### src/rtl/core/swrb_pkg.sv
// shared types and codes for the sequence window ring buffer
`timescale 1ns / 1ps

package swrb_pkg;

	// default ring size, a power of two
	localparam int unsigned CAPACITY_DEF = 32;

	// operation codes
	localparam logic [1:0] MODE_SLOT = 2'd0;
	localparam logic [1:0] MODE_ENQ  = 2'd1;
	localparam logic [1:0] MODE_DEQ  = 2'd2;
	localparam logic [1:0] MODE_READ = 2'd3;

	// result status codes
	localparam logic [2:0] ST_OK     = 3'd0;
	localparam logic [2:0] ST_WINDOW = 3'd1;
	localparam logic [2:0] ST_EMPTY  = 3'd2;
	localparam logic [2:0] ST_FULL   = 3'd3;
	localparam logic [2:0] ST_RANGE  = 3'd4;

	// sequencer states
	typedef enum logic [2:0] {
		S_IDLE,
		S_READ,
		S_LOOKUP,
		S_EXTEND,
		S_DONE
	} seq_state_t;

	// request item
	typedef struct packed {
		logic [1:0] mode;
		logic [7:0] seq_number;
		logic [4:0] slot_position;
	} req_item_t;

	// result item
	typedef struct packed {
		logic [4:0] slot_index;
		logic [7:0] slot_seq;
		logic [2:0] status;
		logic [5:0] used_count;
	} rsp_item_t;

endpackage

### src/rtl/core/swrb_tag_ram.sv
// tag memory: one write port, one registered read port
`timescale 1ns / 1ps

module swrb_tag_ram #(
	parameter int unsigned DEPTH = 32,
	parameter int unsigned AW    = 5
) (
	input  logic          clk,
	input  logic          we,
	input  logic [AW-1:0] waddr,
	input  logic [7:0]    wdata,
	input  logic [AW-1:0] raddr,
	output logic [7:0]    rdata
);

	logic [7:0] mem [DEPTH];

	// write port
	always_ff @(posedge clk) begin
		if (we) begin
			mem[waddr] <= wdata;
		end
	end

	// registered read port
	always_ff @(posedge clk) begin
		rdata <= mem[raddr];
	end

endmodule

### src/rtl/core/swrb_seq.sv
// sequencer: head and tail pointers, tag memory access and result build
`timescale 1ns / 1ps

module swrb_seq #(
	parameter int unsigned CAPACITY = swrb_pkg::CAPACITY_DEF,
	parameter int unsigned PW       = 6,
	parameter int unsigned SW       = 5
) (
	input  logic               clk,
	input  logic               arst_n,
	input  logic               req_valid,
	output logic               req_stall,
	input  swrb_pkg::req_item_t req,
	output logic               res_valid,
	input  logic               res_take,
	output swrb_pkg::rsp_item_t res,
	output logic               mem_we,
	output logic [SW-1:0]      mem_waddr,
	output logic [7:0]         mem_wdata,
	output logic [SW-1:0]      mem_raddr,
	input  logic [7:0]         mem_rdata
);

	import swrb_pkg::*;

	localparam int unsigned WW = PW + 8;
	localparam logic [PW-1:0] SLOT_MASK = PW'(CAPACITY - 1);
	localparam logic [WW-1:0] CAP_W     = WW'(CAPACITY);

	seq_state_t state_q, state_nxt;

	logic [PW-1:0] head_q, tail_q;
	logic [1:0]    mode_q;
	logic [7:0]    seq_q;
	logic          opened_q;
	logic [7:0]    first_q;
	logic [7:0]    offset_q;
	logic [PW-1:0] res_slot_q;
	logic [7:0]    res_tag_q;
	logic [2:0]    res_status_q;

	logic [PW-1:0] occ, head_slot, tail_slot, pos_slot, target_slot;
	logic [WW-1:0] occ_w, offset_w, target_w;
	logic          empty, full, accept;
	logic [7:0]    base_tag, offset;
	logic          head_inc, tail_inc;
	logic [PW-1:0] acc_slot;
	logic [7:0]    acc_tag;
	logic [2:0]    acc_status;

	// occupancy and slot positions
	assign occ       = tail_q - head_q;
	assign occ_w     = WW'(occ);
	assign empty     = (occ == '0);
	assign full      = (occ_w >= CAP_W);
	assign head_slot = head_q & SLOT_MASK;
	assign tail_slot = tail_q & SLOT_MASK;
	assign pos_slot  = PW'(req.slot_position) & SLOT_MASK;
	assign accept    = (state_q == S_IDLE) && req_valid;

	// window offset from the head tag, valid in the read state
	assign base_tag    = opened_q ? seq_q : mem_rdata;
	assign offset      = seq_q - base_tag;
	assign offset_w    = WW'(offset);
	assign target_w    = WW'(head_slot) + offset_w;
	assign target_slot = PW'(target_w) & SLOT_MASK;

	// next state
	always_comb begin
		state_nxt = state_q;
		case (state_q)
			S_IDLE: begin
				if (req_valid) begin
					if (req.mode == MODE_ENQ || (req.mode == MODE_DEQ && empty)) begin
						state_nxt = S_DONE;
					end else begin
						state_nxt = S_READ;
					end
				end
			end
			S_READ: begin
				if (mode_q != MODE_SLOT || offset_w >= CAP_W) begin
					state_nxt = S_DONE;
				end else if (offset_w < occ_w) begin
					state_nxt = S_LOOKUP;
				end else begin
					state_nxt = S_EXTEND;
				end
			end
			S_LOOKUP: state_nxt = S_DONE;
			S_EXTEND: begin
				if (WW'(offset_q) == occ_w) begin
					state_nxt = S_DONE;
				end
			end
			S_DONE: begin
				if (res_take) begin
					state_nxt = S_IDLE;
				end
			end
			default: state_nxt = S_IDLE;
		endcase
	end

	// memory and pointer controls
	always_comb begin
		mem_we    = 1'b0;
		mem_waddr = SW'(tail_slot);
		mem_wdata = seq_q;
		mem_raddr = SW'(head_slot);
		head_inc  = 1'b0;
		tail_inc  = 1'b0;
		res_valid = 1'b0;
		case (state_q)
			S_IDLE: begin
				mem_wdata = req.seq_number;
				if (req.mode == MODE_READ) begin
					mem_raddr = SW'(pos_slot);
				end
				if (accept) begin
					case (req.mode)
						MODE_SLOT: begin
							mem_we   = empty;
							tail_inc = empty;
						end
						MODE_ENQ: begin
							mem_we   = !full;
							tail_inc = !full;
						end
						MODE_DEQ: head_inc = !empty;
						default: ;
					endcase
				end
			end
			S_READ: mem_raddr = SW'(target_slot);
			S_EXTEND: begin
				mem_we    = 1'b1;
				mem_wdata = first_q + 8'(occ);
				tail_inc  = 1'b1;
			end
			S_DONE: res_valid = 1'b1;
			default: ;
		endcase
	end

	// result fields decided at request transfer
	always_comb begin
		acc_slot   = '0;
		acc_tag    = 8'd0;
		acc_status = ST_OK;
		case (req.mode)
			MODE_ENQ: begin
				if (full) begin
					acc_status = ST_FULL;
				end else begin
					acc_slot = tail_slot;
					acc_tag  = req.seq_number;
				end
			end
			MODE_DEQ: begin
				if (empty) begin
					acc_status = ST_EMPTY;
				end else begin
					acc_slot = head_slot;
				end
			end
			MODE_READ: begin
				acc_slot = pos_slot;
				if (pos_slot >= occ) begin
					acc_status = ST_RANGE;
				end
			end
			default: ;
		endcase
	end

	// control registers
	always_ff @(posedge clk or negedge arst_n) begin
		if (!arst_n) begin
			state_q <= S_IDLE;
			head_q  <= '0;
			tail_q  <= '0;
		end else begin
			state_q <= state_nxt;
			if (head_inc) begin
				head_q <= head_q + PW'(1);
			end
			if (tail_inc) begin
				tail_q <= tail_q + PW'(1);
			end
		end
	end

	// operation context and result fields
	always_ff @(posedge clk) begin
		case (state_q)
			S_IDLE: begin
				mode_q       <= req.mode;
				seq_q        <= req.seq_number;
				opened_q     <= empty;
				res_tag_q    <= acc_tag;
				res_slot_q   <= acc_slot;
				res_status_q <= acc_status;
			end
			S_READ: begin
				first_q  <= base_tag;
				offset_q <= offset;
				case (mode_q)
					MODE_SLOT: begin
						if (offset_w >= CAP_W) begin
							res_status_q <= ST_WINDOW;
						end else begin
							res_slot_q <= target_slot;
							res_tag_q  <= seq_q;
						end
					end
					MODE_DEQ: res_tag_q <= mem_rdata;
					MODE_READ: begin
						if (res_status_q == ST_OK) begin
							res_tag_q <= mem_rdata;
						end
					end
					default: ;
				endcase
			end
			S_LOOKUP: res_tag_q <= mem_rdata;
			default: ;
		endcase
	end

	assign req_stall = (state_q != S_IDLE);

	// result handed to the output register
	always_comb begin
		res.slot_index = 5'(res_slot_q);
		res.slot_seq   = res_tag_q;
		res.status     = res_status_q;
		res.used_count = 6'(occ);
	end

	// ring never holds more than its capacity
	a_occ_bound: assert property (@(posedge clk) disable iff (!arst_n)
		occ_w <= CAP_W)
		else $error("ring occupancy beyond capacity");

	// extension only appends up to the requested offset
	a_extend_bound: assert property (@(posedge clk) disable iff (!arst_n)
		state_q == S_EXTEND |-> occ_w <= WW'(offset_q))
		else $error("extension overran the requested offset");

	// pointers move only on an accepted item or during extension
	a_ptr_quiet: assert property (@(posedge clk) disable iff (!arst_n)
		(state_q == S_READ || state_q == S_LOOKUP || state_q == S_DONE)
		|=> $stable(head_q) && $stable(tail_q))
		else $error("pointer moved outside an update step");

endmodule

### src/rtl/core/sequence_window_ring_buffer.sv
// Sequence window ring buffer. Enqueue, full enqueue and empty dequeue go from idle straight to
// done; dequeue, read, range and window faults pass through the read state; a slot-for-sequence
// request passes through read and lookup with no extension, or through read and extend with one,
// appending slots one tag write per cycle through the single tag memory write port. Each result
// then passes through the output register. One request in work at a time.
// Reset clears head and tail pointers and the sequencer; the tag memory is not cleared.
`timescale 1ns / 1ps

module sequence_window_ring_buffer #(
	parameter int unsigned CAPACITY = swrb_pkg::CAPACITY_DEF
) (
	input  logic                clk,
	input  logic                arst_n,
	input  logic                req_valid,
	output logic                req_stall,
	input  swrb_pkg::req_item_t req,
	output logic                rsp_valid,
	input  logic                rsp_stall,
	output swrb_pkg::rsp_item_t rsp
);

	import swrb_pkg::*;

	localparam int unsigned PW = $clog2(2 * CAPACITY);
	localparam int unsigned SW = (CAPACITY > 1) ? $clog2(CAPACITY) : 1;

	logic          res_valid, res_take;
	rsp_item_t     res;
	logic          mem_we;
	logic [SW-1:0] mem_waddr, mem_raddr;
	logic [7:0]    mem_wdata, mem_rdata;
	logic          out_valid_q;
	rsp_item_t     out_q;

	swrb_seq #(
		.CAPACITY (CAPACITY),
		.PW       (PW),
		.SW       (SW)
	) u_seq (
		.clk       (clk),
		.arst_n    (arst_n),
		.req_valid (req_valid),
		.req_stall (req_stall),
		.req       (req),
		.res_valid (res_valid),
		.res_take  (res_take),
		.res       (res),
		.mem_we    (mem_we),
		.mem_waddr (mem_waddr),
		.mem_wdata (mem_wdata),
		.mem_raddr (mem_raddr),
		.mem_rdata (mem_rdata)
	);

	swrb_tag_ram #(
		.DEPTH (CAPACITY),
		.AW    (SW)
	) u_tag_ram (
		.clk   (clk),
		.we    (mem_we),
		.waddr (mem_waddr),
		.wdata (mem_wdata),
		.raddr (mem_raddr),
		.rdata (mem_rdata)
	);

	// output register takes a result when empty or being drained
	assign res_take = !out_valid_q || !rsp_stall;

	always_ff @(posedge clk or negedge arst_n) begin
		if (!arst_n) begin
			out_valid_q <= 1'b0;
		end else if (res_take) begin
			out_valid_q <= res_valid;
		end
	end

	always_ff @(posedge clk) begin
		if (res_take && res_valid) begin
			out_q <= res;
		end
	end

	assign rsp_valid = out_valid_q;
	assign rsp       = out_q;

	// reported occupancy stays within the ring
	a_used_bound: assert property (@(posedge clk) disable iff (!arst_n)
		rsp_valid |-> 32'(rsp.used_count) <= CAPACITY)
		else $error("reported occupancy beyond capacity");

	// faulted window, full and empty results carry no slot
	a_fault_zero: assert property (@(posedge clk) disable iff (!arst_n)
		rsp_valid && (rsp.status == ST_WINDOW || rsp.status == ST_FULL ||
		rsp.status == ST_EMPTY) |-> rsp.slot_index == '0 && rsp.slot_seq == '0)
		else $error("faulted result carries a slot");

	// an out-of-range read really lies at or beyond the occupancy
	a_range_check: assert property (@(posedge clk) disable iff (!arst_n)
		rsp_valid && rsp.status == ST_RANGE |->
		rsp.used_count <= 6'(rsp.slot_index) && rsp.slot_seq == '0)
		else $error("range fault on an occupied slot");

endmodule
### config.mk
export PLATFORM = sky130hd
export DESIGN_NAME = sequence_window_ring_buffer
export DESIGN_NICKNAME = d
export VERILOG_FILES = /design/src/rtl/core/swrb_pkg.sv /design/src/rtl/core/swrb_tag_ram.sv /design/src/rtl/core/swrb_seq.sv /design/src/rtl/core/sequence_window_ring_buffer.sv
export SDC_FILE = /design/constraint.sdc
export NUM_CORES = 1
export LEC_CHECK = 0
export ABC_AREA = 1
export BUFFER_PORTS_ARGS = -buffer_cell sky130_fd_sc_hd__buf_2
export CORE_MARGIN = 3
export CORE_UTILIZATION = 60
export DETAILED_ROUTE_END_ITERATION = 8
export PLACE_DENSITY = 0.77
export SLEW_MARGIN = 20
export SYNTH_ARGS = -nofsm -noshare
export SYNTH_HDL_FRONTEND = slang
export SYNTH_HIERARCHICAL = 1
export SYNTH_SLANG_ARGS = --single-unit
### constraint.sdc
create_clock -name clk -period 5.89 [get_ports clk]
set_input_delay 1.178 -clock clk [delete_from_list [all_inputs] [get_ports clk]]
set_output_delay 1.178 -clock clk [all_outputs]
set_load 0.1 [all_outputs]
==> run_results.csv <==
group,metric,value,unit
synth,postSynthNetCount,1573,
synth,syn_avg_cell_area,10.6,sq um
final_layout,n_antenna_cell,0,
synth,synthArstFlopShare,0.0464,
global_route,met3_usage,0.0566,
clock_tree,cts_root_buffer,"clkbuf_16",
sta,fin_crit,4580,ps
synth,synth-edff-count,321,
global_route,grt-ovfl-total,0,
placement,port_buffers,42,
hold_path,min-delay-start,"u_seq/res_tag_q[3]$_DFFE_PP_",
route,vias,11300,
final_layout,n_fill_cell,1966,
sta,fin_skew,11.3,ps
clock_tree,clk_latency,520,ps
clock_tree,clock_path_buffers,3,
clock_tree,cts_tree,"yes",
global_route,grt_first_pass_wirelength,59.1,mm
global_route,grtUsageTotal,0.267,
clock_tree,clock_sink_count,345,
setup_path,rr_startpoint,"u_seq/opened_q$_DFFE_PP_",
route,post-route-drc-count,0,
sta,worst_pin_slew,1110,ps
route,routedWlPerCell,19.9,um
global_route,grt_antenna_before_repair,0,
global_route,first_global_vias,10900,
placement,gp_congestion,0.963,
synth,synth.largest_area_cell,"edfxtp_1",
placement,place_hpwl,24.2,mm
sta,finalMaxSlewViolations,0,
floorplanning,io_pins,43,
floorplanning,die_y,169,um
final_layout,finalNetCount,1605,
hold_path,min_path_type,"flop to flop",
synth,netlist_area,0.0160,sq mm
synth,yosysSeqAreaShare,0.636,
clock_tree,hold_buffers,0,
sta,fmax,218,MHz
setup_path,startpoint_type,"flop",
final_layout,syn2layout_area_growth,9.47,%
setup_path,cp.arrival,5040,ps
final_layout,final-seq-area,0.0102,sq mm
global_route,grt.busiest_layer,"met2",
sta,final.setup.worst_slack,1310,ps
clock_tree,postCtsSetupBuffers,0,
synth,ys_seq_elements,345,
sta,setup_tns,0,ps
route,first_pass_iters,5,
run,max_cap_violations,0,
setup_path,crit_start,"u_seq/opened_q$_DFFE_PP_",
route,drtAntennaViolNets,0,
clock_tree,cts_resized,0,
global_route,use_met2,0.408,
global_route,grt_max_degree,78,
synth,synth.top_cell.area_share,0.601,
outcome,status,"completed",
synth,ys_top_cells_by_area,"edfxtp_1 60%, nand2_1 12%, nand3_1 7.7%, ha_1 2.7%, dfrtp_1 2.5%",
synth,syn_inst,1515,
floorplanning,die_width,169,um
floorplanning,start_util,0.613,
setup_path,setup.worst_path.end_class,"flop",
floorplanning,dieArea,0.0287,sq mm
setup_path,path_buf_inv,3,
clock_tree,h-tree-depth,2,
sta,rsz0062_at_grt,"no",
final_layout,drive_above_1_share,0.103,
route,drtIter0Drc,1241,
synth,ys.flop_type,"edfxtp_1",
floorplanning,rows,59,
sta,hold_viol_final,0,
setup_path,worstPathCellList,"o21ai_0 -> ha_1 -> inv_1 -> fa_1 -> xor2_1 -> ha_1 -> o21ai_0 -> o221ai_2 -> buf_4 -> inv_1 -> nand3_1 -> nand2_1 -> nand2_1 -> nand2_1 -> nand2_1 -> nand2_1",
synth,yosysWarningCount,6,
setup_path,worstSetupPathType,"flop to flop",
sta,hold_ws,415,ps
setup_path,cp_top_family,"buffers and inverters",
final_layout,multi_input_area,0.00496,sq mm
setup_path,slowest_delay,850,ps
route,viasPerCell,5.92,
sta,period_share,0.777,
route,drt_wl_total,38.0,mm
sta,finalSetupViolations,0,
setup_path,crit_required,6350,ps
sta,relSlewSlack,0.257,
placement,place_ws,1420,ps
floorplanning,fp.coreArea,0.0261,sq mm
setup_path,critPathMostFrequentCell,"nand2_1",
global_route,use_met1,0.383,
setup_path,cpMaxStageDelayCell,"inv_1",
synth,synth_cell_types,43,
clock_tree,cts_buffers,36,
clock_tree,clk_pin_slew,60,ps
setup_path,crit_fanout,33,
[cell type report]
cell class                      instances  area share
Timing Repair Buffer                   60      0.0197
Clock buffer                           44      0.0548
Sequential cell                       345       0.581
Tap cell                              335      0.0239
Inverter                              110      0.0237
Clock inverter                         22      0.0137
Multi-Input combinational cell        994       0.283
[sequential cells by signal (all words and copies together) (netlist names), 2 cells and up]
| register | flops |
|---|---|
| rsp | 22 |
| u_seq/first_q | 8 |
| u_seq/head_q | 6 |
| u_seq/mode_q | 2 |
| u_seq/offset_q | 8 |
| u_seq/res_slot_q | 5 |
| u_seq/res_status_q | 3 |
| u_seq/res_tag_q | 8 |
| u_seq/seq_q | 8 |
| u_seq/state_q | 3 |
| u_seq/tail_q | 6 |
| u_tag_ram/mem | 256 |
| u_tag_ram/rdata | 8 |
[cells in the final DEF (no fill, tap or decap), drive strengths merged]
cell type,n
nand4,7
xnor2,2
o21bai,2
o21a,2
nand2,511
dfxtp,8
clkbuf,44
inv,109
clkinv,16
a21o,2
nand3,248
buf,60
nor2,60
o221ai,9
ha,35
edfxtp,321
nand3b,3
o21ai,41
xor2,15
o311ai,5
fa,4
clkinvlp,2
o22ai,5
a21oi,25
nor3,7
or2,3
o211ai,7
a21boi,1
bufinv,5
dfrtp,16
[synth_stat cells, types with 2 or more instances]
library cell,n
nand3_1,246
ha_1,35
o21a_1,2
a21oi_1,24
buf_1,2
buf_2,18
a21o_1,2
or2_2,2
o21ai_0,37
dfrtp_1,16
dfxtp_1,8
nand2_2,14
buf_4,9
nor3_1,7
nor2_4,5
xor2_1,15
xnor2_1,2
o21bai_1,2
nor2_1,54
o22ai_1,5
clkbuf_1,10
fa_1,4
edfxtp_1,321
o211ai_1,7
inv_1,101
nand2_4,4
nand3b_1,3
nand2_1,493
o221ai_1,9
o311ai_1,5
inv_2,8
buf_6,26
o21ai_2,3
nand4_1,7
[path summary, 6_finish.rpt]
| path | slack, ps | end | depth (start not counted) |
|---|---|---|---|
| setup reg to reg | 1310 | u_tag_ram/rdata[3]$_DFF_P_ | 16 |
| min in group asynchronous | 580 | u_seq/state_q[1]$_DFFE_PN0P_ | 1 |
| max in group asynchronous | 5010 | u_seq/tail_q[0]$_DFFE_PN0P_ | 1 |
| hold / removal | 420 | rsp[12]$_DFFE_PP_ | 0 |
| setup / recovery | 1310 | u_tag_ram/rdata[3]$_DFF_P_ | 16 |
| hold reg to reg | 420 | rsp[12]$_DFFE_PP_ | 0 |
[per-stage QoR]
step,cells,instance area [sq um],util
after global placement,1844,16300,0.625
final,1910,17500,0.671
after floorplan,1515,16000,-
after global routing,1910,17500,0.671
after CTS,1910,17500,0.671
after detailed placement,1844,16300,0.625
[routing by layer]
metal	up-vias	routed length [um]
met1	5350	16000
met3	96	3840
li1	5257	-
met4	0	1360
met2	602	16700
met5	-	0
[kinds of logic (layout without fill, tap and decap cells)]
kind of cell / count (synthesis) / after routing / synth area share
AND/OR/NAND/NOR: 839 / 839 / 0.226
flip-flops: 345 / 345 / 0.636
buffers and inverters: 176 / 236 / 0.0579
AO/OA/AOI/OAI: 99 / 99 / 0.0377
adder cells (fa/ha/maj): 39 / 39 / 0.0323
XOR/XNOR: 17 / 17 / 0.00929
Power is not shown: default switching activity piles up to over one toggle a cycle in this logic, so the estimate is an artifact.
